### config.mk
export PLATFORM = sky130hd
export DESIGN_NAME = eiah_div
export DESIGN_NICKNAME = d
export VERILOG_FILES = /design/src/design/eiah_div.sv
export SDC_FILE = /design/constraint.sdc
export NUM_CORES = 1
export LEC_CHECK = 0
export BUFFER_PORTS_ARGS = -buffer_cell sky130_fd_sc_hd__buf_2
export CAP_MARGIN = 10
export CELL_PAD_IN_SITES_DETAIL_PLACEMENT = 1
export CELL_PAD_IN_SITES_GLOBAL_PLACEMENT = 2
export CORE_ASPECT_RATIO = 1.4
export CORE_MARGIN = 1.5
export CORE_UTILIZATION = 35
export DETAILED_ROUTE_END_ITERATION = 10
export GPL_TIMING_DRIVEN = 1
export PLACE_DENSITY = 0.89
export SYNTH_ARGS = -nofsm -noshare
export SYNTH_HDL_FRONTEND = slang
export SYNTH_SLANG_ARGS = --single-unit
### constraint.sdc
create_clock -name clk -period 6.4 [get_ports clk]
set_input_delay 0.32 -clock clk [delete_from_list [all_inputs] [get_ports clk]]
set_output_delay 0.32 -clock clk [all_outputs]
set_load 0.02 [all_outputs]
### src/design/eiah_div.sv
// Restoring divider that produces one quotient bit per cycle.
`default_nettype none
module eiah_div #(
    parameter int QW = 8,
    parameter int DW = 8
) (
    input  wire logic          clk,
    input  wire logic          rst_n,
    input  wire logic          start,
    input  wire logic [QW-1:0] dividend,
    input  wire logic [DW-1:0] divisor,
    output logic               done,
    output logic      [QW-1:0] quotient
);

    localparam int RW = ((QW > DW) ? QW : DW) + 1;
    localparam int CW = $clog2(QW + 1);

    logic [RW-1:0] rem_reg, rem_next;
    logic [QW-1:0] q_reg, q_next;
    logic [DW-1:0] d_reg;
    logic [CW-1:0] cnt_reg;
    logic          run_reg;
    logic          done_reg;
    logic [RW-1:0] trial;
    logic          qbit;

    always_comb
    begin
        trial = {rem_reg[RW-2:0], q_reg[QW-1]};
        qbit  = (trial >= RW'(d_reg));
        rem_next = qbit ? (trial - RW'(d_reg)) : trial;
        q_next = (q_reg << 1) | QW'(qbit);
    end

    always_ff @(posedge clk or negedge rst_n)
    begin
        if (!rst_n)
        begin
            run_reg  <= 1'b0;
            done_reg <= 1'b0;
            cnt_reg  <= '0;
        end
        else
        begin
            done_reg <= 1'b0;
            if (start)
            begin
                run_reg <= 1'b1;
                cnt_reg <= '0;
            end
            else if (run_reg)
            begin
                cnt_reg <= cnt_reg + 1'b1;
                if (cnt_reg == CW'(QW - 1))
                begin
                    run_reg  <= 1'b0;
                    done_reg <= 1'b1;
                end
            end
        end
    end

    always_ff @(posedge clk)
    begin
        if (start)
        begin
            rem_reg <= '0;
            q_reg   <= dividend;
            d_reg   <= divisor;
        end
        else if (run_reg)
        begin
            rem_reg <= rem_next;
            q_reg   <= q_next;
        end
    end

    assign done     = done_reg;
    assign quotient = q_reg;

endmodule
`default_nettype wire

## Word level (Yosys, flattened, before mapping)

Cells that the tools add are included.

| word-level totals | value |
|---|---|
| memories kept | 0 |
| register bits after elaboration | 30 |
| latch bits | 0 |
| bits of input ports | 19 |
| bits in writable memories | 0 |
| bits in read-only memories | 0 |
| output and inout port bits | 9 |
| word-level logic and storage cells | 23 |

| operators by class | value |
|---|---|
| reduce and logical (&&, ||, !) cells | 1 |
| $lt $le $gt $ge | 1 |
| multiply operators | 0 |
| div/mod/pow operators | 0 |
| add/sub/neg operators | 2 |
| multiplexer cells | 11 |
| bitwise logic cells | 1 |
| shift operators | 0 |
| equal/unequal tests | 1 |

Operator list:

| kind | number |
|---|---|
| 2-to-1 mux 8 bit | 3 |
| greater-or-equal comparator 9 x 8 -> 1 bit | 1 |
| 2-to-1 mux 4 bit | 2 |
| OR 8 x 1 -> 8 bit | 1 |
| subtractor 8 bit | 1 |
| 2-to-1 mux 1 bit | 6 |
| adder 4 x 1 -> 4 bit, second input constant | 1 |
| equality test 4 x 3 -> 1 bit, second input constant | 1 |
| nonzero test 2 bit | 1 |

## Logic depth before layout (Yosys ltp)

| logic depth | value |
|---|---|
| word-level depth | 4 |
| depth in mapped cells | 8 |
| mapped depth without buffers | 8 |

## Worst setup path before layout

Ideal clock, no wire load.

| path | value |
|---|---|
| kind | register to register |
| from | reg q_reg[7], in the netlist quotient[7] |
| to | reg rem_reg[6] |
| required time | 6309 ps |
| stages on the path, launching flop included | 9 |
| arrival time | 2093 ps |
| clock period less this slack | 2184 ps |
| setup slack | 4216 ps |
| cell sequence | edfxtp_1 -> inv_1 -> ha_1 -> fa_1 -> nand2b_1 -> a2111oi_0 -> a311oi_1 -> a21o_1 -> a311oi_1 |

| between the ends | value |
|---|---|
| longest elaborated chain between the ends | 2 |

Ends and longest elaborated chain:

| what | line | RTL |
|---|---|---|
| from (decl) | 20 | `logic [QW-1:0] q_reg, q_next;` |
| from (signal assigned) | 69 | `q_reg <= dividend;` |
| from (signal assigned) | 75 | `q_reg <= q_next;` |
| subtractor 8 bit or greater-or-equal comparator 9 x 8 -> 1 bit (tied branches) | 32, 31 |  |
| 2-to-1 mux 8 bit * | 32 | `rem_next = qbit ? (trial - RW'(d_reg)) : trial;` |
| to (signal assigned) | 74 | `rem_reg <= rem_next;` |
| to (decl) | 19 | `logic [RW-1:0] rem_reg, rem_next;` |

Every way passes the cells marked *; elsewhere a longest branch is shown, timed or not.
A chain may end at the register's enable or synchronous reset.

## Final worst setup path

Same ends and word-level chain as after synthesis.

==> impl_metrics.py <==
metrics = {
    "cells_and_area": {
        "drive_gt1_share_pct": 23.9,
        "finalNetCount": 216,
        "post-route-util_pct": 43.9,
        "fin_area_sq_um": 1970,
        "areaGrowthSynthToFinish_pct": 20.5,
        "num_antenna_cells": 0,
    },
    "status": {
        "status": "complete, no violations",
    },
    "floorplanning": {
        "die_area_sq_um": 5100,
        "core_area_sq_um": 4500,
        "rows": 29,
        "start_util_pct": 36.4,
        "fp.dieH_um": 83.9,
        "chipWidth_um": 60.8,
        "io_pins": 28,
    },
    "routing": {
        "via_count": 1294,
        "drtPass1Iterations": 4,
        "drc": 0,
        "ant_nets": 0,
        "routed_wl_um": 3770,
        "drt_iter0_drc": 15,
        "wire_per_inst_um": 15.1,
        "viasPerCell": 5.18,
    },
    "placement": {
        "dpl_cell_area_sq_um": 1830,
        "numPortBuffers": 27,
        "routabilityCongestion": 0.795,
        "hpwlAfterDp_um": 2820,
    },
    "yosys": {
        "synth-main-ff-cell": "edfxtp_1",
        "async_flop_share_pct": 20.0,
        "synthTopCellsByCount": "nor2_1 (18), edfxtp_1 (16), inv_1 (13)",
        "synth.avg_cell_area_sq_um": 10.4,
        "synth_edf_count": 16,
        "yosysWarnings": 0,
        "syn_nets": 186,
        "syn-cell-area_sq_um": 1640,
        "synth_area_leader_cell": "edfxtp_1",
        "synth_cell_types": 42,
        "synthTopCellsByArea": "edfxtp_1 (29%), dfxtp_1 (9.8%), dfrtp_1 (9.2%)",
        "yosys_register_bits": 30,
        "synthDominantCellAreaShare_pct": 29.3,
        "synth.most_common_cell": "nor2_1",
        "yosysSeqAreaShare_pct": 48.3,
        "synth_cells": 157,
    },
    "timing": {
        "setup_viol_count_final": 0,
        "final-hold-violation-count": 0,
        "finClkSkew_ns": 0.0118,
        "tightest_slew_ns": 0.663,
        "min_period_ns": 2.31,
        "finalSetupTns_ns": 0,
        "fmaxAchievable_mhz": 433,
        "timing.final.crit_share_pct": 36.1,
        "drv_slew": 0,
        "hold_ws_ns": 0.203,
        "maxSlewHeadroom_pct": 55.8,
        "rsz0062_at_grt": "no",
    },
    "hold_path": {
        "hp-class": "in -> reg",
        "hold_path_depth": 1,
    },
    "pwr": {
        "max-vdd-ir-drop_v": 0.000177,
        "p_sw_share_pct": 29.5,
        "intPower_uw": 456,
        "pwr_density_cell_nw_per_um2": 327,
        "p_clk_share_pct": 35.6,
        "combPwrFrac_pct": 26.1,
        "p_switching_uw": 191,
        "total_power_uw": 646,
        "seq_power_share_pct": 38.3,
        "p_leak_uw": 0.000826,
    },
    "global_route": {
        "grt_max_degree": 36,
        "grt_pass1_vias": 1357,
        "grt_usage_pct": 16.6,
        "antenna_found_initial": 0,
        "grt_overflow": 0,
        "grt_pass1_wl_um": 6220,
    },
    "worst_setup_path": {
        "startpoint_type": "register",
        "critical_path_arrival_ns": 2.50,
        "path_cells": "inv_1, ha_1, fa_1, nand2b_1, a2111oi_0, a311oi_1, a21o_1, a311oi_1",
        "critPathKind": "reg -> reg",
        "critPathMaxFanout": 3,
        "critPathRequiredTime_ns": 6.59,
        "cp_common_cell": "a311oi_1",
        "end_kind": "register",
        "slowest_stage": "fa_1",
        "max_stage_delay_ns": 0.40,
        "reg2reg_depth": 8,
    },
    "clock_tree": {
        "cts_max_level": 2,
        "cts_made_buffers": 5,
        "cts_setup_buffers": 0,
        "cts.clk_slew.worst_paths_ns": 0.07,
        "cts_sinks": 30,
        "cts_resized": 0,
        "clockBufferDepth": 2,
        "clk-insertion-delay-late_ns": 0.29,
        "cts_tree": "built",
        "cts-root-buf": "clkbuf_8",
        "postCtsHoldBufs": 1,
    },
    "job": {
        "drv_cap": 0,
    },
}
worst max-delay path: cells and delay by family (launching register included):
family	cells	cell delay, ns
compound gates	4	0.93
fa+ha+maj	2	0.63
buf+inv	1	0.06
flops	1	0.39
simple gates	1	0.20
routing by layer:
layer | share of wire, % | track usage (%) | up-vias
met1 | 38 | 17.3 | 636
met4 | 1.7 | 5.93 | 0
met5 | 0 | 0 | -
met2 | 56 | 29.8 | 24
met3 | 3.7 | 5.12 | 6
li1 | - | - | 628
power by group through the flow:
| stage | Sequential, uW | Combinational, uW | Clock (uW) |
|---|---|---|---|
| finish | 248 | 169 | 230 |
| floorplan | 259 | 111 | 0 |
| global route | 251 | 188 | 244 |
| detailed placement | 252 | 167 | 0 |
| global placement | 249 | 160 | 0 |
| CTS | 248 | 171 | 233 |
cell type report:
| class | instances | area [sq um] |
|---|---|---|
| Fill cell | 536 | 2520 |
| Sequential cell | 30 | 791 |
| Multi-Input combinational cell | 109 | 779 |
| Timing Repair Buffer | 28 | 145 |
| Tap cell | 62 | 77.6 |
| Clock buffer | 5 | 68.8 |
| Clock inverter | 3 | 63.8 |
| Inverter | 13 | 48.8 |
stage by stage:
stage	std cells	setup slack, ns
after detailed placement	241	4.16
after CTS	250	4.08
final	250	4.09
after global routing	250	3.93
after global placement	241	4.23
after floorplan	157	4.22
cells by family (layout without fill, tap and decap cells):
logic type | Yosys count | after routing | synth area share (%)
AO/OA/AOI/OAI | 33 | 33 | 14.7
XOR/XNOR | 8 | 8 | 4.28
adder cells (fa/ha/maj) | 10 | 10 | 8.10
buffers and inverters | 18 | 49 | 4.13
flip-flops | 30 | 30 | 48.3
multiplexers | 8 | 8 | 5.42
AND/OR/NAND/NOR | 50 | 50 | 15.1
path summary, 6_finish.rpt:
path	from	to	slack, ns
worst max-delay path	quotient[7]	rem_reg[6]	4.09
worst min register to register	rem_reg[4]	rem_reg[4]	0.51
min in group asynchronous	rst_n	cnt_reg[2]	0.38
max in group asynchronous	rst_n	run_reg	5.88
worst max register to register	quotient[7]	rem_reg[6]	4.09
worst min-delay path	divisor[0]	d_reg[0]	0.20
cells in the final DEF, fill, tap and decap left out, types with 2 or more instances in the layout:
cell,synthesis,final
or4_1,2,2
dfrtp_1,6,6
ha_1,9,9
nand3_1,3,3
a311o_1,2,2
xor2_1,4,4
or3b_2,2,2
xnor2_1,4,4
o21ai_0,4,4
clkbuf_8,0,5
o31ai_1,2,2
nor2b_1,3,3
a211oi_1,2,2
nand2b_1,5,5
nor2_1,18,18
edfxtp_1,16,16
buf_2,0,27
inv_1,13,13
bufinv_16,0,2
dfxtp_1,8,8
mux2_2,7,7
a21oi_1,6,6
nand2_1,10,10
a21o_1,3,3
a311oi_1,4,4
(Power assumes the default switching activity.)
